--- config.mk ---
export PLATFORM = sky130hd
export DESIGN_NAME = i2c_bit_level_master
export DESIGN_NICKNAME = d
export VERILOG_FILES = /design/src/rtl/i2cbm_pkg.sv /design/src/rtl/i2c_bit_level_master.sv /design/src/rtl/i2cbm_front.sv /design/src/rtl/i2cbm_queue.sv /design/src/rtl/i2cbm_engine.sv
export VERILOG_INCLUDE_DIRS = /design/src /design/src/rtl
export SDC_FILE = /design/constraint.sdc
export NUM_CORES = 1
export LEC_CHECK = 0
export ABC_AREA = 0
export BUFFER_PORTS_ARGS = -buffer_cell sky130_fd_sc_hd__buf_2
export CELL_PAD_IN_SITES_DETAIL_PLACEMENT = 1
export CELL_PAD_IN_SITES_GLOBAL_PLACEMENT = 2
export CORE_MARGIN = 2
export CORE_UTILIZATION = 28
export CTS_CLUSTER_DIAMETER = 30
export CTS_CLUSTER_SIZE = 30
export DETAILED_ROUTE_END_ITERATION = 6
export GPL_ROUTABILITY_DRIVEN = 0
export HOLD_SLACK_MARGIN = 0.06
export PLACE_DENSITY_LB_ADDON = 0.2
export SLEW_MARGIN = 20
export SYNTH_ARGS = -nofsm -noshare
export SYNTH_HDL_FRONTEND = slang
export SYNTH_SLANG_ARGS = --single-unit
--- constraint.sdc ---
create_clock -name clock -period 12.2 [get_ports clock]
set_input_delay 2.44 -clock clock [delete_from_list [all_inputs] [get_ports clock]]
set_output_delay 2.44 -clock clock [all_outputs]
set_load 0.01 [all_outputs]
--- src/rtl/assert_macros.svh ---
// assertion helpers, clocked on clock and quiet during reset
`ifndef ASSERT_MACROS_SVH
`define ASSERT_MACROS_SVH

// implication checked in the same cycle
`define ASSERT_SAME(lbl, ante, cons, msg) \
   lbl: assert property (@(posedge clock) disable iff (reset) (ante) |-> (cons)) \
      else $error(msg);

// implication checked in the next cycle
`define ASSERT_NEXT(lbl, ante, cons, msg) \
   lbl: assert property (@(posedge clock) disable iff (reset) (ante) |=> (cons)) \
      else $error(msg);

// condition that must never hold
`define ASSERT_NEVER(lbl, cond, msg) \
   lbl: assert property (@(posedge clock) disable iff (reset) !(cond)) \
      else $error(msg);

`endif

--- src/rtl/i2cbm_pkg.sv ---
package i2cbm_pkg;

   localparam int unsigned REQ_DATA_W = 16;
   localparam int unsigned RSP_DATA_W = 16;
   localparam int unsigned HALF_W     = 16;
   localparam logic [HALF_W-1:0] HALF_RESET = 16'd5;
   localparam logic [3:0] BITS_PER_BYTE = 4'd8;

   typedef enum logic [2:0] {
      OP_TICK    = 3'd0,
      OP_START   = 3'd1,
      OP_STOP    = 3'd2,
      OP_ACK     = 3'd3,
      OP_NACK    = 3'd4,
      OP_WAITACK = 3'd5,
      OP_WRITE   = 3'd6,
      OP_READ    = 3'd7
   } op_type;

   // classified transaction as it sits in the queue
   typedef struct packed {
      op_type     op;
      logic       is_cmd;
      logic [7:0] seed;
      logic       sda;
   } item_type;

   typedef struct packed {
      logic full;
      logic empty;
   } q_status_type;

   function automatic logic [2:0] phase_count(input op_type c);
      case (c)
         OP_START: phase_count = 3'd2;
         OP_STOP:  phase_count = 3'd2;
         OP_ACK:   phase_count = 3'd5;
         OP_WRITE: phase_count = 3'd4;
         default:  phase_count = 3'd3;
      endcase
   endfunction

   function automatic logic [3:0] bit_count(input op_type c);
      bit_count = (c == OP_WRITE || c == OP_READ) ? BITS_PER_BYTE : 4'd1;
   endfunction

   // pin levels {scl, sda} set at the start of a phase
   function automatic logic [1:0] apply_phase(input op_type c, input logic [2:0] p,
                                              input logic msb, input logic scl,
                                              input logic sda);
      logic s_c;
      logic s_d;
      s_c = scl;
      s_d = sda;
      case (c)
         OP_START: begin
            if (p == 3'd0) begin
               s_c = 1'b1;
               s_d = 1'b1;
            end else begin
               s_d = 1'b0;
            end
         end
         OP_STOP: begin
            if (p == 3'd0) begin
               s_c = 1'b1;
               s_d = 1'b0;
            end else begin
               s_d = 1'b1;
            end
         end
         OP_ACK: begin
            case (p)
               3'd0: begin
                  s_c = 1'b0;
                  s_d = 1'b1;
               end
               3'd1: s_d = 1'b0;
               3'd2: s_c = 1'b1;
               3'd3: s_c = 1'b0;
               default: s_d = 1'b1;
            endcase
         end
         OP_WRITE: begin
            case (p)
               3'd0: begin
                  s_c = 1'b0;
                  s_d = 1'b0;
               end
               3'd1: s_d = msb;
               3'd2: s_c = 1'b1;
               default: s_c = 1'b0;
            endcase
         end
         default: begin
            case (p)
               3'd0: begin
                  s_c = 1'b0;
                  s_d = 1'b1;
               end
               3'd1: s_c = 1'b1;
               default: s_c = 1'b0;
            endcase
         end
      endcase
      apply_phase = {s_c, s_d};
   endfunction

endpackage

--- src/rtl/i2c_bit_level_master.sv ---
// path: an accepted transaction is written into the command queue, then its result
// into the engine's output register, which drives the response port
// throughput: one transaction per cycle, set by the engine step, while the response port is not stalled
// reset: synchronous, active high; queue empties, pins read released high,
// engine idle, half period returns to 5 ticks
`include "assert_macros.svh"

module i2c_bit_level_master
   import i2cbm_pkg::*;
#(
   parameter int unsigned QUEUE_DEPTH = 2
) (
   input  logic                  clock,
   input  logic                  reset,
   input  logic                  csr_wr_en,
   input  logic [HALF_W-1:0]     csr_wr_data,
   input  logic                  req_tvalid,
   output logic                  req_tready,
   input  logic [2:0]            req_tuser,   // operation
   input  logic [REQ_DATA_W-1:0] req_tdata,   // tx_byte[7:0], sda_in[8], zeros
   output logic                  rsp_tvalid,
   input  logic                  rsp_tready,
   // scl_out[0], sda_out[1], busy_res[2], done_res[3], rejected[4],
   // rx_byte[12:5], nack[13], zeros
   output logic [RSP_DATA_W-1:0] rsp_tdata
);

   logic [HALF_W-1:0] half_ff;
   q_status_type      q_status;
   logic              push;
   item_type          push_item;
   logic              q_valid;
   item_type          q_item;
   logic              q_pop;

   always_ff @(posedge clock) begin
      if (reset) begin
         half_ff <= HALF_RESET;
      end else if (csr_wr_en) begin
         half_ff <= csr_wr_data;
      end
   end

   i2cbm_front u_front (
      .req_tvalid (req_tvalid),
      .req_tready (req_tready),
      .req_tuser  (req_tuser),
      .req_tdata  (req_tdata),
      .q_status   (q_status),
      .push       (push),
      .item       (push_item)
   );

   i2cbm_queue #(
      .DEPTH (QUEUE_DEPTH)
   ) u_queue (
      .clock     (clock),
      .reset     (reset),
      .push      (push),
      .push_item (push_item),
      .pop       (q_pop),
      .pop_valid (q_valid),
      .pop_item  (q_item),
      .status    (q_status)
   );

   i2cbm_engine u_engine (
      .clock       (clock),
      .reset       (reset),
      .half_period (half_ff),
      .q_valid     (q_valid),
      .q_item      (q_item),
      .q_pop       (q_pop),
      .rsp_tvalid  (rsp_tvalid),
      .rsp_tready  (rsp_tready),
      .rsp_tdata   (rsp_tdata)
   );

   `ASSERT_NEVER(a_queue_state, q_status.full && q_status.empty, "queue full and empty at once")
   `ASSERT_SAME(a_done_idle, rsp_tvalid && rsp_tdata[3], !rsp_tdata[2], "done while still busy")
   `ASSERT_NEXT(a_drain, rsp_tvalid && rsp_tready && q_status.empty, !rsp_tvalid, "result without transaction")

endmodule

--- src/rtl/i2cbm_front.sv ---
module i2cbm_front
   import i2cbm_pkg::*;
(
   input  logic                  req_tvalid,
   output logic                  req_tready,
   input  logic [2:0]            req_tuser,
   input  logic [REQ_DATA_W-1:0] req_tdata,
   input  q_status_type          q_status,
   output logic                  push,
   output item_type              item
);

   op_type op;

   always_comb begin
      op          = op_type'(req_tuser);
      req_tready  = !q_status.full;
      push        = req_tvalid && !q_status.full;
      item.op     = op;
      item.is_cmd = (op != OP_TICK);
      // only a write byte loads the shifter
      item.seed   = (op == OP_WRITE) ? req_tdata[7:0] : 8'd0;
      item.sda    = req_tdata[8];
   end

endmodule

--- src/rtl/i2cbm_queue.sv ---
module i2cbm_queue
   import i2cbm_pkg::*;
#(
   parameter int unsigned DEPTH = 2
) (
   input  logic         clock,
   input  logic         reset,
   input  logic         push,
   input  item_type     push_item,
   input  logic         pop,
   output logic         pop_valid,
   output item_type     pop_item,
   output q_status_type status
);

   localparam int unsigned PTR_W = $clog2(DEPTH);
   localparam int unsigned CNT_W = $clog2(DEPTH + 1);

   item_type           mem_ff [DEPTH];
   logic [PTR_W-1:0]   wr_ptr_ff;
   logic [PTR_W-1:0]   wr_ptr_in;
   logic [PTR_W-1:0]   rd_ptr_ff;
   logic [PTR_W-1:0]   rd_ptr_in;
   logic [CNT_W-1:0]   count_ff;
   logic [CNT_W-1:0]   count_in;
   logic               do_push;
   logic               do_pop;

   always_comb begin
      status.full  = (count_ff == CNT_W'(DEPTH));
      status.empty = (count_ff == '0);
      pop_valid    = !status.empty;
      pop_item     = mem_ff[rd_ptr_ff];
      do_push      = push && !status.full;
      do_pop       = pop && !status.empty;
      wr_ptr_in    = wr_ptr_ff;
      rd_ptr_in    = rd_ptr_ff;
      count_in     = count_ff;
      if (do_push) begin
         wr_ptr_in = (wr_ptr_ff == PTR_W'(DEPTH - 1)) ? '0 : wr_ptr_ff + PTR_W'(1);
      end
      if (do_pop) begin
         rd_ptr_in = (rd_ptr_ff == PTR_W'(DEPTH - 1)) ? '0 : rd_ptr_ff + PTR_W'(1);
      end
      if (do_push && !do_pop) begin
         count_in = count_ff + CNT_W'(1);
      end else if (do_pop && !do_push) begin
         count_in = count_ff - CNT_W'(1);
      end
   end

   always_ff @(posedge clock) begin
      if (reset) begin
         wr_ptr_ff <= '0;
         rd_ptr_ff <= '0;
         count_ff  <= '0;
      end else begin
         wr_ptr_ff <= wr_ptr_in;
         rd_ptr_ff <= rd_ptr_in;
         count_ff  <= count_in;
      end
   end

   always_ff @(posedge clock) begin
      if (do_push) begin
         mem_ff[wr_ptr_ff] <= push_item;
      end
   end

endmodule

--- src/rtl/i2cbm_engine.sv ---
module i2cbm_engine
   import i2cbm_pkg::*;
(
   input  logic                  clock,
   input  logic                  reset,
   input  logic [HALF_W-1:0]     half_period,
   input  logic                  q_valid,
   input  item_type              q_item,
   output logic                  q_pop,
   output logic                  rsp_tvalid,
   input  logic                  rsp_tready,
   output logic [RSP_DATA_W-1:0] rsp_tdata
);

   op_type              cmd_ff;
   op_type              cmd_in;
   logic [2:0]          phase_ff;
   logic [2:0]          phase_in;
   logic [3:0]          bit_ff;
   logic [3:0]          bit_in;
   logic [HALF_W-1:0]   tick_ff;
   logic [HALF_W-1:0]   tick_in;
   logic [7:0]          shift_ff;
   logic [7:0]          shift_in;
   logic                scl_ff;
   logic                scl_in;
   logic                sda_ff;
   logic                sda_in;
   logic                busy_ff;
   logic                busy_in;
   logic                nack_ff;
   logic                nack_in;
   logic [7:0]          rx_ff;
   logic [7:0]          rx_in;
   logic                rsp_valid_ff;
   logic                rsp_valid_in;
   logic [RSP_DATA_W-1:0] rsp_data_ff;
   logic [RSP_DATA_W-1:0] rsp_data_in;
   logic [HALF_W-1:0]   limit;
   logic                rej;
   logic                done;
   logic                step;

   assign step       = q_valid && (!rsp_valid_ff || rsp_tready);
   assign q_pop      = step;
   assign rsp_tvalid = rsp_valid_ff;
   assign rsp_tdata  = rsp_data_ff;

   always_comb begin
      limit    = (half_period == '0) ? HALF_W'(1) : half_period;
      cmd_in   = cmd_ff;
      phase_in = phase_ff;
      bit_in   = bit_ff;
      tick_in  = tick_ff;
      shift_in = shift_ff;
      scl_in   = scl_ff;
      sda_in   = sda_ff;
      busy_in  = busy_ff;
      nack_in  = nack_ff;
      rx_in    = rx_ff;
      rej      = 1'b0;
      done     = 1'b0;

      if (!busy_in) begin
         if (q_item.is_cmd) begin
            cmd_in   = q_item.op;
            phase_in = 3'd0;
            bit_in   = 4'd0;
            tick_in  = '0;
            shift_in = q_item.seed;
            busy_in  = 1'b1;
            {scl_in, sda_in} = apply_phase(cmd_in, phase_in, shift_in[7], scl_in, sda_in);
         end
      end else if (q_item.is_cmd) begin
         rej = 1'b1;
      end

      // the accepting transaction also counts as the first tick
      if (busy_in) begin
         tick_in = tick_in + HALF_W'(1);
         if (tick_in >= limit) begin
            tick_in = '0;
            if (phase_in == 3'd1 && cmd_in == OP_WAITACK) begin
               nack_in = q_item.sda;
            end
            if (phase_in == 3'd1 && cmd_in == OP_READ) begin
               shift_in = {shift_in[6:0], q_item.sda};
            end
            if (phase_in == 3'd3 && cmd_in == OP_WRITE) begin
               shift_in = {shift_in[6:0], 1'b0};
            end
            phase_in = phase_in + 3'd1;
            if (phase_in >= phase_count(cmd_in)) begin
               phase_in = 3'd0;
               bit_in   = bit_in + 4'd1;
               if (bit_in >= bit_count(cmd_in)) begin
                  if (cmd_in == OP_READ) begin
                     rx_in = shift_in;
                  end
                  bit_in  = 4'd0;
                  busy_in = 1'b0;
                  done    = 1'b1;
               end
            end
            if (busy_in) begin
               {scl_in, sda_in} = apply_phase(cmd_in, phase_in, shift_in[7], scl_in, sda_in);
            end
         end
      end

      rsp_data_in = {2'b00, nack_in, rx_in, rej, done, busy_in, sda_in, scl_in};

      rsp_valid_in = rsp_valid_ff;
      if (step) begin
         rsp_valid_in = 1'b1;
      end else if (rsp_tready) begin
         rsp_valid_in = 1'b0;
      end
   end

   always_ff @(posedge clock) begin
      if (reset) begin
         cmd_ff       <= OP_TICK;
         phase_ff     <= 3'd0;
         bit_ff       <= 4'd0;
         tick_ff      <= '0;
         shift_ff     <= 8'd0;
         scl_ff       <= 1'b1;
         sda_ff       <= 1'b1;
         busy_ff      <= 1'b0;
         nack_ff      <= 1'b0;
         rx_ff        <= 8'd0;
         rsp_valid_ff <= 1'b0;
      end else begin
         rsp_valid_ff <= rsp_valid_in;
         if (step) begin
            cmd_ff   <= cmd_in;
            phase_ff <= phase_in;
            bit_ff   <= bit_in;
            tick_ff  <= tick_in;
            shift_ff <= shift_in;
            scl_ff   <= scl_in;
            sda_ff   <= sda_in;
            busy_ff  <= busy_in;
            nack_ff  <= nack_in;
            rx_ff    <= rx_in;
         end
      end
   end

   always_ff @(posedge clock) begin
      if (step) begin
         rsp_data_ff <= rsp_data_in;
      end
   end

endmodule
Yosys cells after proc, flatten, opt, wreduce, memory -nomap -nowiden --
Memory sizes are Yosys's and may differ from the RTL's. A register that Yosys moved wholly into a read port is not among the register bits. Cells that the tools add are included.
Operators by class: bitwise gates (word level) 0, shift operators 0, equality and inequality tests 16, mux-type cells 81, magnitude comparators 3, multipliers 0, add/subtract/negate cells 7, divide/modulo/power cells 0, reductions and logical operators 28
Operator list (number):
- 2-to-1 mux 8 bit | 12
- 2-to-1 mux 16 bit | 5
- 2-to-1 mux 1 bit | 37
- 2-to-1 mux 3 bit | 11
- 2-to-1 mux 4 bit | 7
- == test 3 x 2 -> 1 bit, second input constant | 6
- adder 16 x 1 -> 16 bit, second input constant | 1
- greater-or-equal comparator 16 bit | 1
- logical NOT 16 bit | 1
- == test 3 bit, second input constant | 5
- == test 3 x 1 -> 1 bit, second input constant | 4
- OR reduction 2 bit | 5
- logical AND 1 bit | 9
- one-hot mux 3 bit (3 select lines) | 1
- one-hot mux 1 bit (2 select lines) | 4
- logical NOT 1 bit | 5
- adder 4 x 1 -> 4 bit, second input constant | 1
- greater-or-equal comparator 4 bit | 1
- 2-to-1 mux 2 bit | 2
- one-hot mux 1 bit (4 select lines) | 1
- nonzero test 2 bit | 2
- adder 3 x 1 -> 3 bit, second input constant | 1
- greater-or-equal comparator 3 bit | 1
- logical NOT 3 bit | 1
- other kinds (9) | 11
Word-level totals: register bits 81, ROM bits 0, memories kept 1, RAM bits 26, output and inout port bits 18, bits of input ports 40, latch bits 0
Memories:
- u_queue.mem_ff | words 2, bits a word 13, rd ports 1, clocked after memory_dff 1, wr ports 1, line i2cbm_queue.sv:19 | item_type mem_ff [DEPTH];

Longest topological paths before layout --
Gate-level depths: netlist of the first run.
word-level depth 18, mapped depth 21

Hierarchy --
From an unflattened synthesis of the first run, not the netlist that was laid out.
Second synthesis, totals: cell total of the unflattened synthesis 657, area total of the unflattened synthesis 6172.2 um2
By module, submodules not included:
- i2cbm_engine | cells each 524, sequential area each 1361.3 um2, times used 1, area each 4296.6 um2
- i2cbm_queue | cells each 66, sequential area each 880.8 um2, times used 1, area each 1156.1 um2
- i2c_bit_level_master | cells each 52, sequential area each 320.3 um2, times used 1, area each 583.1 um2
- i2cbm_front | cells each 15, sequential area each 0.0 um2, times used 1, area each 136.4 um2

Worst setup path after synthesis of the first run --
No wires, ideal clock.
path kind reg2reg, start register (tool-made name), end register u_engine.rsp_data_ff[10] (netlist: u_engine.rsp_tdata[10]) (data pin), required time 11.940 ns, path buffers 5, period minus slack after synthesis 4.338 ns, data arrival time 4.078 ns, setup time 0.260 ns, stages on the path, launching flop included 22, setup slack 7.862 ns, path through dfxtp_1 > buf_6 > mux2_4 > nand2_4 > buf_6 > buf_4 > clkbuf_1 > and2_1 > ha_1 > inv_1 > nor3_1 > xnor2_1 > nor2_1 > ha_1 > nand3_1 > nand2_1 > nor3_1 > a21o_1 > buf_1 > nor3_2 > nand2_2 > mux2_2
RTL lines:
- end signal: assignment | line i2cbm_engine.sv:153 | rsp_data_ff <= rsp_data_in;
- end: declaration | line i2cbm_engine.sv:37 | logic [RSP_DATA_W-1:0] rsp_data_ff;

==> results of run 1 <==
## metal layers
layer / routed length [um] / track usage, % / vias to the layer above
met3: 374 / 2.11 / 12
met1: 8420 / 21.7 / 2356
li1: - / - / 2355
met2: 7720 / 24.4 / 53
met5: 0 / 0 / -
met4: 195 / 4.39 / 0
## critical path, delay by kind of cell (launching register included)
kind | cells | cell delay (ns)
AOI/OAI and AO/OA | 3 | 0.74
xor gates and xnor gates | 1 | 0.15
adders and majority gates | 2 | 0.66
buffers and inverters | 1 | 0.13
DFF | 1 | 0.96
muxes | 2 | 0.79
and+or+nand+nor | 7 | 1.72
## Yosys cell counts, drive strengths merged, types with 21 or more instances
cell type / count
nor2: 83
dfxtp: 68
mux2i: 45
nand2: 42
a21oi: 41
edfxtp: 40
ha: 27
inv: 25
o21ai: 23
mux2: 22
nor3: 21
## power by group
group,switching [mW],internal (mW)
clock network,0.158,0.146
logic,0.353,0.184
registers,0.0590,0.449
## cells by family after synthesis
| group | after synthesis | share of synthesized area, % |
|---|---|---|
| mux | 67 | 12.0 |
| other cells | 1 | 0.0617 |
| compound gates | 131 | 15.4 |
| simple gates | 220 | 17.5 |
| flops | 108 | 42.2 |
| fa+ha+maj | 27 | 5.56 |
| xor+xnor | 20 | 2.88 |
| buf+inv | 60 | 4.35 |
## state kept, by name (all words and copies together) (netlist names), 2 cells and up, named ones only
name and count:
u_engine.rsp_tdata 14, u_engine.shift_ff 8, u_queue.count_ff 2, u_engine.bit_ff 4, u_queue.mem_ff 26, u_engine.tick_ff 16
u_engine.cmd_ff 3, u_engine.phase_ff 3, u_engine.rx_ff 8, half_ff 16
## how the worst max path moves through the flow
stage / from / end / slack (ns) / cells after the start
floorplan: flip-flop / u_engine.rsp_tdata[10] / 7.86 / 21
global placement: flip-flop / u_engine.rsp_tdata[12] / 6.82 / 16
detailed placement: flip-flop / u_engine.rsp_tdata[12] / 6.77 / 16
CTS: flip-flop / u_engine.rsp_tdata[9] / 6.74 / 16
global route: flip-flop / u_engine.rsp_tdata[12] / 6.30 / 16
finish: flip-flop / u_engine.rsp_tdata[12] / 6.80 / 16
## area by class of cell
class	instances	area (sq um)	share of cell area, %
Multi-Input combinational cell	467	3250	47.5
Sequential cell	108	2560	37.4
Tap cell	275	344	5.03
Timing Repair Buffer	54	285	4.17
Clock buffer	9	225	3.29
Inverter	26	97.6	1.43
Clock inverter	7	77.6	1.13
## stage by stage
step	area, sq um	cells	hold slack (ns)	worst slack [ns]	utilization [%]
5_1_grt	6850	946	0.505	6.30	32.4
4_1_cts	6840	946	0.464	6.74	32.4
3_5_place_dp	6540	930	0.452	6.77	30.9
6_report	6850	946	0.468	6.80	32.4
2_1_floorplan	6080	635	0.432	7.86	-
3_3_place_gp	6540	930	0.443	6.82	30.9
==> out/results.txt, run 1 <==
The run finished with clean final reports. The tools report the peak supply drop as 115 uV. The type of the setup path with the least slack was flip-flop to flip-flop.

Clock-pin slew was measured on the worst setup and hold paths at 0.09 ns. Capture point of the worst reg-to-reg path: u_engine.rsp_tdata[12]. The area fraction of the dominant cell type after synthesis was 22.4%. The detailed-placement wirelength estimate was 12000 um. For the insertion delay to the later sink of the worst-skew pair, the log shows 0.37 ns. Of the cells placed in the final design, the portion with a size suffix greater than 1 is 17.0%.

For the finished layout, the period the worst path requires is 5.40 ns. Depth of the worst register-to-register path: 16. The die height was 151 um; the summed instance area of the synthesized netlist was 6070 sq um. For the accumulated negative setup slack, the log shows 0 ns.

The logs give 4898 for the via count of the first global-routing pass and 6.80 ns for the register-to-register setup slack. Headroom to the max-slew limit came out at 35.7%. Setup violations remaining at the end of the flow were counted as 0. The mean routed wirelength per cell was 17.7 um. For this run, the leading register cell type out of synthesis is dfxtp_1. The synthesized flop and latch total was 108; the count of final max-slew check failures was 0.

Power per cell area: 197 nW/um^2. The tools report the endpoint of the worst hold path as u_engine.shift_ff[7]. The routed layout has 4776 vias.

The logs give 0 for the hold buffer count at cts and 21200 sq um for the area of the core. After clock tree synthesis, the repair step resized 0 gates. For this design, the slowest cell found on the critical path is dfxtp_1. The die covers 22900 sq um.

CTS placed an instance of clkbuf_16 at the clock tree root. The clock passes through at most 2 buffers. The H-tree generated during clock tree synthesis spans 3 levels. The tools report the first-pass detailed-route iteration total as 4. The logs give 0 for the total count of hold-check failures in the final report and 0 for the count of maximum capacitance violations.

The global-route congestion overflow total was 0; the number of buffers inserted by port buffering was 48. Global routing used 15.3% of the available tracks. The first global-routing pass estimated 27200 um of wire. Compared with the post-synthesis result, the final layout area differs by 12.7%.

The kind of start point of the critical path is a flip-flop. The number of cells traversed by the worst hold path is 2. 0 antenna diodes ended up in the layout. At the worst endpoint, the required time is 12.32 ns. The part of the Yosys area used for sequential elements was 42.2%; the final setup skew was 0.0160 ns.

The tools report the CTS buffer count as 9. The longest individual stage delay on the worst path is 0.96 ns, and the number of buffers inserted by post-CTS setup repair is 0. The per-cell via count in the routed design came out at 5.05. Summed over all instances, the cell type with the most area after synthesis is dfxtp_1. The logs give 108 for the total clock sinks and 0 for the post-detailed-route DRC marker count.

Each instance of the synthesized netlist takes up on average 9.58 sq um. The final worst-path cycle share is 44.3%. The library cell used most frequently in the layout, excluding fill and tap cells, is nor2_1. Entering global routing, the biggest net connects 65 pins. Class of the worst hold path: flip-flop to flip-flop.

After synthesis, the share of flip-flops with an asynchronous set or reset is 0%. The worst-margin pin slew is 0.963 ns, and the total number of placement rows is 53. TritonCTS built the clock tree. Yosys mapped a number of flops with a built-in enable equal to 40. The run gives 733 as the number of nets in the finished design. After detailed routing, the total wire length is 16700 um. In the layout the commonest cells are 80 x nor2_1, 68 x dfxtp_1, 48 x buf_2. The run gives 185 MHz as the maximum clock rate. Setup repair after global routing left no endpoint under its margin.

The static leakage was 2.57 nW; the number of I/O pins was 58. The largest driver fanout on the critical path was 41; the violation count after the first detailed-routing iteration was 233. For this configuration, the core starts out at a cell density of 28.7%. For the initial antenna violation count, the log shows 0. By area the synthesized netlist is led by dfxtp_1 22%, edfxtp_1 20%, mux2i_1 6.9%.

The tools report the count of warnings emitted by yosys as 0. The count of nets left with antenna violations once routing finished came out at 0. The power consumption came out at 1.35 mW. Walking the worst path, the cells encountered are mux2_4, nand2_4, and2_1, ha_1, inv_1, nor3_1, xnor2_1, nor2_1, ha_1, o2111ai_1, a311oi_1, nor2_1, a21o_1, nor3_2, nand2_2, mux2_2. The tools report the number of distinct library cells after synthesis as 74.

The die is 151 um wide. The startpoint identified for the worst hold timing path is u_engine.shift_ff[7]. The logs give 634 for the number of instances in the synthesized netlist and 5.52 ns for the data arrival time at the worst-slack endpoint. The worst setup path is captured at a flip-flop.

The filler cells instantiated in the layout total 2430.
(Power assumes the default switching activity.)
==> run 2: changes to the inputs <==
==> constraint.sdc (replaced) <==
create_clock -name clock -period 4.7 [get_ports clock]
set_input_delay 0.94 -clock clock [delete_from_list [all_inputs] [get_ports clock]]
set_output_delay 0.94 -clock clock [all_outputs]
set_load 0.01 [all_outputs]
==> run 2 against run 1 <==
Setup slack got worse by 6.4 ns. Clock power increased to 2.6 times the previous value. Critical path type unchanged. Non-clock buffer count increased by 8. Critical endpoint unchanged. Largest power group unchanged. Count of clock-buffer cells in the layout unchanged.
==> out/results.txt, run 2 (synthesis gave the netlist of run 1 again) <==
The capturing element type of the critical path is a flip-flop. The power consumption came out at 3.56 mW. The power per cell area works out to 513 nW/um^2.

Counting flops per register, the top entry is u_queue.mem_ff. The number of buffers inserted by port buffering was 48. The worst hold path belongs to the class flip-flop to flip-flop.

TritonCTS built the clock tree. In this run the standard cell core region covers 21200 sq um. Leaving out fill and tap cells, the most frequent cell in the layout is nor2_1.

The clock passes through at most 2 buffers. Mean routed wirelength per cell: 18.0 um. The capture point of the worst reg-to-reg path was u_engine.rsp_tdata[12]. The clock arrives with 0.00952 ns of skew. At the end of the flow, the number of nets in the layout was 741.

The die height works out to 151 um. Timing would allow up to 230 MHz. The tools report the violation count after the first detailed-routing iteration as 212.

The count of inserted antenna diode cells came out at 0. For this run, the detailed router's first-pass iteration total came to 4. Least setup slack across all paths after layout: 0.348 ns. By startpoint and endpoint, the worst setup path is classified as flip-flop to flip-flop. Summed over all layers, the global routing overflow is 0. The most critical setup path has its endpoint at u_engine.rsp_tdata[12]. After clock tree synthesis, the clock-pin slew on the worst setup and hold paths is 0.08 ns. For the count of maximum capacitance violations, the log shows 0. The kind of start point of the critical path is a flip-flop. Data on the critical path is required at its endpoint by 4.81 ns. The remaining antenna violation count after routing was 0; the share of post-route cells with drive strength above 1 was 18.1%.

The critical path starts at u_queue.mem_ff[0][9]. The logs give 2.61 nW for the static leakage and 49.6% for the worst slew margin relative to its limit. The number of buffers inserted by post-CTS setup repair was 0.

The tools report the number of gates resized after CTS as 0. The H-tree was split into 3 levels. The number of placed instances, taps included, is 938. The total count of hold-check failures in the final report was 0.

In the layout the commonest cells are 80 x nor2_1, 68 x dfxtp_1, 48 x buf_2. The tools report the clock root buffer as clkbuf_16. Of all nets on the critical path, the largest fanout is 8. For this run, the share of the core covered by cells in the final layout is 32.7%.

At the worst endpoint, the arrival time is 4.46 ns. The finished layout holds 954 standard cells, fillers aside. Relative area change from synthesis to final layout: 14.0%. Entering global routing, the biggest net connects 35 pins. The worst hold slack across all endpoints is 0.472 ns. The final design area excluding fillers was 6930 sq um; the final worst-path cycle share was 92.6%. Across all layers, the routed design uses 4920 vias. In this run the horizontal extent of the chip is 151 um. The via count of the first global-routing pass is 5066, and the post-detailed-route DRC marker count is 0.

For the worst flop-to-flop path, the logic depth is 16. The CTS buffer count was 9; the total number of placement rows was 53. The worst register-to-register path begins at u_queue.mem_ff[0][9]. After legalization and detailed placement, the total HPWL measured 12400 um. The largest registers in the layout are u_queue.mem_ff: 26 flops, half_ff: 16 flops, u_engine.tick_ff: 16 flops.

Using the TritonRoute via totals, the vias-per-cell ratio works out to 5.16. For the pin with the worst max-slew slack, the measured transition is 0.755 ns. The register with the most flip-flops in the layout has 26 of them. Prior to clock tree synthesis, the placed netlist has a worst setup slack of 0.236 ns. The peak supply drop is 239 uV, and the combined global-route utilization of all metal layers is 15.5%.

The starting density of the core is 28.7%, and the count of final max-slew check failures is 0. The tools report the hold buffer count at cts as 0. The worst register-to-register path has a setup slack of 0.35 ns. The first global-routing pass estimated 27500 um of wire.

The total clock sinks is 108, and the accumulated negative setup slack is 0 ns. In this run the cell area measured after placement is 6600 sq um. The die covers 22900 sq um. After detailed routing, the total wire length is 17200 um. The time the worst path needs with I/O delays and setup is 4.35 ns. The initial antenna violation count was 0; the final number of setup-violating endpoints was 0. In this run the count of I/O pins placed on the die edge is 58.

At the later pin of the worst-skew pair, clock insertion delay measures 0.37 ns. The run finished with clean final reports.
==> run 2: cell types whose count changed in the layout (fill, tap and decap cells not counted), sizes merged <==
cell      previous run  this run
inv                 28        29
buf                 54        62
clkinvlp             1         0
==> run 2: routing by layer <==
layer / track usage (%) / vias up / share of wire (%)
li1: - / 2381 / -
met1: 20.9 / 2463 / 49
met2: 25.7 / 63 / 47
met3: 2.17 / 13 / 2.3
met4: 5.05 / 0 / 1.4
met5: 0 / - / 0
==> run 2: cell type report <==
class | count | area [sq um]
Inverter | 26 | 97.6
Clock inverter | 7 | 78.8
Timing Repair Buffer | 62 | 349
Fill cell | 2406 | 14200
Tap cell | 275 | 344
Clock buffer | 9 | 225
Multi-Input combinational cell | 467 | 3270
Sequential cell | 108 | 2560
==> run 2: critical path: stages (launching register included) <==
cell and delay [ns]:
edfxtp_1 0.43, mux2_4 0.37, nand2_4 0.15, and2_1 0.21, ha_1 0.29, inv_1 0.15, nor3_1 0.27, xnor2_1 0.15
nor2_1 0.09, ha_1 0.35, o2111ai_1 0.12, a311oi_1 0.30, nor2_1 0.14, a21o_1 0.21, nor3_2 0.27, nand2_2 0.23
mux2_2 0.36
==> run 2: worst min path at each step <==
stage	start	end	slack, ns	cells after the start
CTS	u_engine.phase_ff[1]	u_engine.phase_ff[1]	0.47	2
floorplan	u_engine.phase_ff[1]	u_engine.phase_ff[1]	0.43	2
detailed placement	u_engine.phase_ff[1]	u_engine.phase_ff[1]	0.46	2
finish	u_engine.phase_ff[1]	u_engine.phase_ff[1]	0.47	2
global placement	u_engine.shift_ff[7]	u_engine.shift_ff[7]	0.44	2
global route	u_engine.phase_ff[1]	u_engine.phase_ff[1]	0.51	2
==> run 2: power by group <==
part	leakage, nW	switching [mW]	internal, mW
registers	0.937	0.105	1.17
logic	1.53	0.984	0.506
clock network	0.148	0.414	0.381
total	2.61	1.50	2.05
==> run 3: changes to the inputs <==
--- a/config.mk
+++ b/config.mk
@@ -6,7 +6,7 @@
 export SDC_FILE = /design/constraint.sdc
 export NUM_CORES = 1
 export LEC_CHECK = 0
-export ABC_AREA = 0
+export ABC_AREA = 1
 export BUFFER_PORTS_ARGS = -buffer_cell sky130_fd_sc_hd__buf_2
 export CELL_PAD_IN_SITES_DETAIL_PLACEMENT = 1
 export CELL_PAD_IN_SITES_GLOBAL_PLACEMENT = 2
@@ -17,7 +17,7 @@
 export DETAILED_ROUTE_END_ITERATION = 6
 export GPL_ROUTABILITY_DRIVEN = 0
 export HOLD_SLACK_MARGIN = 0.06
-export PLACE_DENSITY_LB_ADDON = 0.2
+export PLACE_DENSITY = 0.68
 export SLEW_MARGIN = 20
 export SYNTH_ARGS = -nofsm -noshare
 export SYNTH_HDL_FRONTEND = slang
==> run 3 against run 2 <==
Synthesized cell count rose by 30%. Combinational power is 44% higher. Non-clock buffer count down 3. Critical path type unchanged. Sequential power increased by 9%. Global-route usage down 0.50 points. Cell count grew 21%. Flip-flop and latch count did not move. Count of clock-buffer cells in the layout unchanged. Setup slack better by 0.17 ns. Largest power group unchanged.
==> out/results.txt, run 3 <==
For the largest net degree at the start of global routing, the log shows 53. Counting along the longest clock path gives a buffer depth of 2. In this run the worst path has a maximum fanout of 15. Pin placement for this block handled 58 I/O pins. Setup repair after global routing left no endpoint under its margin. The mean instance size in the synthesized netlist was 7.39 sq um.

On the final layout, the worst clock skew is 0.0179 ns. The post-synthesis cell type with the largest combined area is dfxtp_1. The run gives 0 as the global-route congestion overflow total. The logs give 0 ns for the accumulated negative setup slack and 0 for the count of final max-slew check failures. The most used flip-flop cell after synthesis is dfxtp_1.

The worst path uses 88.9% of the clock period. In the routed layout, each cell is associated on average with a via count of 4.59. STA puts the critical path data required time at 4.92 ns.

The critical path in this run is classified as flip-flop to flip-flop. The insertion delay to the later sink of the worst-skew pair was 0.36 ns. By area the synthesized netlist is led by dfxtp_1 22%, edfxtp_1 20%, nand2_1 12%. The synthesized flop and latch total was 108. The wire-length estimate of the detail-placed layout is 12100 um. The count of inserted antenna diode cells is 0.

The floorplan step set the die height to 152 um. Once layout is complete, the cells apart from fillers number 1153. The logs give 2721 for the number of filler cells placed in the layout and 16500 um for the total wire length. The worst-margin pin slew was 0.977 ns. The register with the most flip-flops in the layout has 26 of them. The mean routed wirelength per cell is 14.3 um, and the CTS buffer count is 9. Power spread over the standard cell area amounts to 621 nW/um^2. The logs give 44 for the number of distinct library cells after synthesis and 0 for the total count of hold-check failures in the final report. The floorplan die width came out at 152 um. For this design, the CTS-stage hold fixing added 0 buffers. The tools report the number of nets in the finished design as 935.

The tools report the clock root buffer as clkbuf_16. Summed instance area of the synthesized netlist: 6110 sq um. In the final layout, the registers with the most flip-flops are u_queue.mem_ff: 26 flops, half_ff: 16 flops, u_engine.tick_ff: 16 flops. CTS built an H-tree with a depth of 3.

The die area came out at 23000 sq um. The tools report the least setup slack across all paths after layout as 0.520 ns. The pre-antenna-repair detailed-routing pass consisted of 4 iterations. For this run, the number of Yosys warnings is 0. The library cells used most frequently in the layout, excluding fill and tap cells, are 196 x nand2_1, 95 x inv_1, 83 x nor2_1. The worst setup path is captured at a flip-flop.

The tools report the vias after detailed routing as 5288. After layout, the minimum clock period comes to 4.18 ns. The run finished with clean final reports. The tightest min-delay check is of the flip-flop to flip-flop type. TritonCTS built the clock tree.

The worst setup path is launched from a flip-flop. The leading cell type in the layout, fill and taps excluded is nand2_1. The CTS clock-pin slew for the worst setup and hold paths works out to 0.08 ns. The detail route stage leaves a number of antenna-violating nets equal to 0.

Setup violations remaining at the end of the flow were counted as 0. In this run the most critical hold path is launched from u_queue.rd_ptr_ff. By count the netlist is led by 197 x nand2_1, 95 x inv_1, 85 x nor2_1.

The run gives 42.0% as the part of the Yosys area used for sequential elements. Input and output buffers added on the ports amount to 48. The floorplan has 54 rows. The data arrival time at the worst-slack endpoint came out at 4.40 ns. Hold timing on the final database bottoms out at a slack of 0.462 ns. The first global-routing pass estimated 27000 um of wire. The register with the highest flop count is u_queue.mem_ff. Prior to clock tree synthesis, the placed netlist has a worst setup slack of 0.389 ns. The via count of the first global-routing pass was 5146. After detailed routing, the number of remaining DRC violations is 0. The area fraction of the dominant cell type after synthesis is 22.3%. The run gives 108 as the total clock sinks. The worst slew margin relative to its limit was 34.8%.

After floorplanning, the core was sized to cover 21600 sq um. The post-synthesis async set-or-reset flop share was 0%. Once the floorplan was initialized, standard cells occupied 28.2% of the core. Combined global-route utilization of all metal layers: 15.0%.

The analysis attributes to cell leakage a power of 3.08 nW. The peak supply drop is 222 uV, and the relative area change from synthesis to final layout is 13.4%. The share of post-route cells with drive strength above 1 came out at 13.7%. Static timing analysis puts the maximum clock frequency at 239 MHz. Synthesis produced 826 cells. After the first detailed-routing iteration, the DRC count stood at 223.

The initial antenna violation count was 0; the count of maximum capacitance violations was 0. In this run, synthesis inferred 40 flip-flops with an integrated enable. By instance count, the leading cell after synthesis is nand2_1. For the number of instances in the placed design, the log shows 1137.
==> run 3: what timing repair did <==
action | 4_1_cts | 5_1_grt
endpoints found under the setup margin | 0 | 2
buffers inserted | 0 | 0
gates resized for setup | 0 | 1
==> run 3: worst paths after layout <==
kind	endpoint	slack [ns]	cells past startpoint
max	u_engine.bit_ff[2]	0.52	23
min	flip-flop	0.46	1
max reg2reg	u_engine.bit_ff[2]	0.52	23
min reg2reg	flip-flop	0.46	1
==> run 3: area by class of cell <==
class                           count  area [sq um]  share of cell area, %
Multi-Input combinational cell    585          3000                   43.4
Sequential cell                   108          2560                   37.0
Inverter                          105           397                   5.73
Tap cell                          280           350                   5.06
Timing Repair Buffer               59           323                   4.66
Clock buffer                        9           225                   3.25
Clock inverter                      7          65.1                  0.939
==> run 3: worst max-delay path, stage by stage, from the launching register on <==
cell and delay, ns:
dfxtp_1 0.45, inv_4 0.06, nand2_4 0.07, nand2_4 0.07, nand2_4 0.18, nand2_1 0.11
inv_1 0.10, ha_1 0.18, inv_1 0.07, nor3_4 0.27, nand3_2 0.13, nor2_2 0.14
nand2_1 0.08, xor2_1 0.17, ha_1 0.30, nand2_1 0.07, nor3_1 0.30, nand3_1 0.11
nand3_1 0.25, nand2_2 0.19, inv_1 0.39, nand2_1 0.18, nand2_1 0.10, a31oi_1 0.08
==> run 3: metrics by stage <==
step	total power [mW]	utilization [%]	cell area, sq um
detailed placement	3.58	30.7	6630
CTS	4.37	32.0	6920
global placement	3.56	30.7	6630
finish	4.30	32.0	6930
floorplan	2.95	-	6110
global route	4.74	32.0	6930
==> run 3: cell families (layout without fill, tap and decap cells) <==
kind of cell             count (synthesis)  count (layout)  synth area share [%]
buffers and inverters                  134             180                  9.24
other                                    1               2                0.0614
AO/OA/AOI/OAI                          154             154                  13.4
multiplexers                             1               1                 0.164
XOR/XNOR                                10              10                  1.43
flip-flops                             108             108                  42.0
AND/OR/NAND/NOR                        391             391                  28.2
adder cells (fa/ha/maj)                 27              27                  5.53
==> run 3: where the power goes <==
part / switching (mW) / total (mW) / internal [mW]
Clock: 0.396 / 0.769 / 0.373
Sequential: 0.113 / 1.38 / 1.27
Combinational: 1.50 / 2.15 / 0.649
Total: 2.01 / 4.30 / 2.29
==> run 3: per-layer routing <==
| metal | up-vias | wire length [um] | GRT usage (%) | share of wire [%] |
|---|---|---|---|---|
| met5 | - | 0 | 0 | 0 |
| met4 | 0 | 200 | 3.89 | 1.2 |
| met3 | 11 | 332 | 1.80 | 2.0 |
| met2 | 55 | 6940 | 23.0 | 42 |
| met1 | 2439 | 8980 | 22.4 | 55 |
| li1 | 2783 | - | - | - |
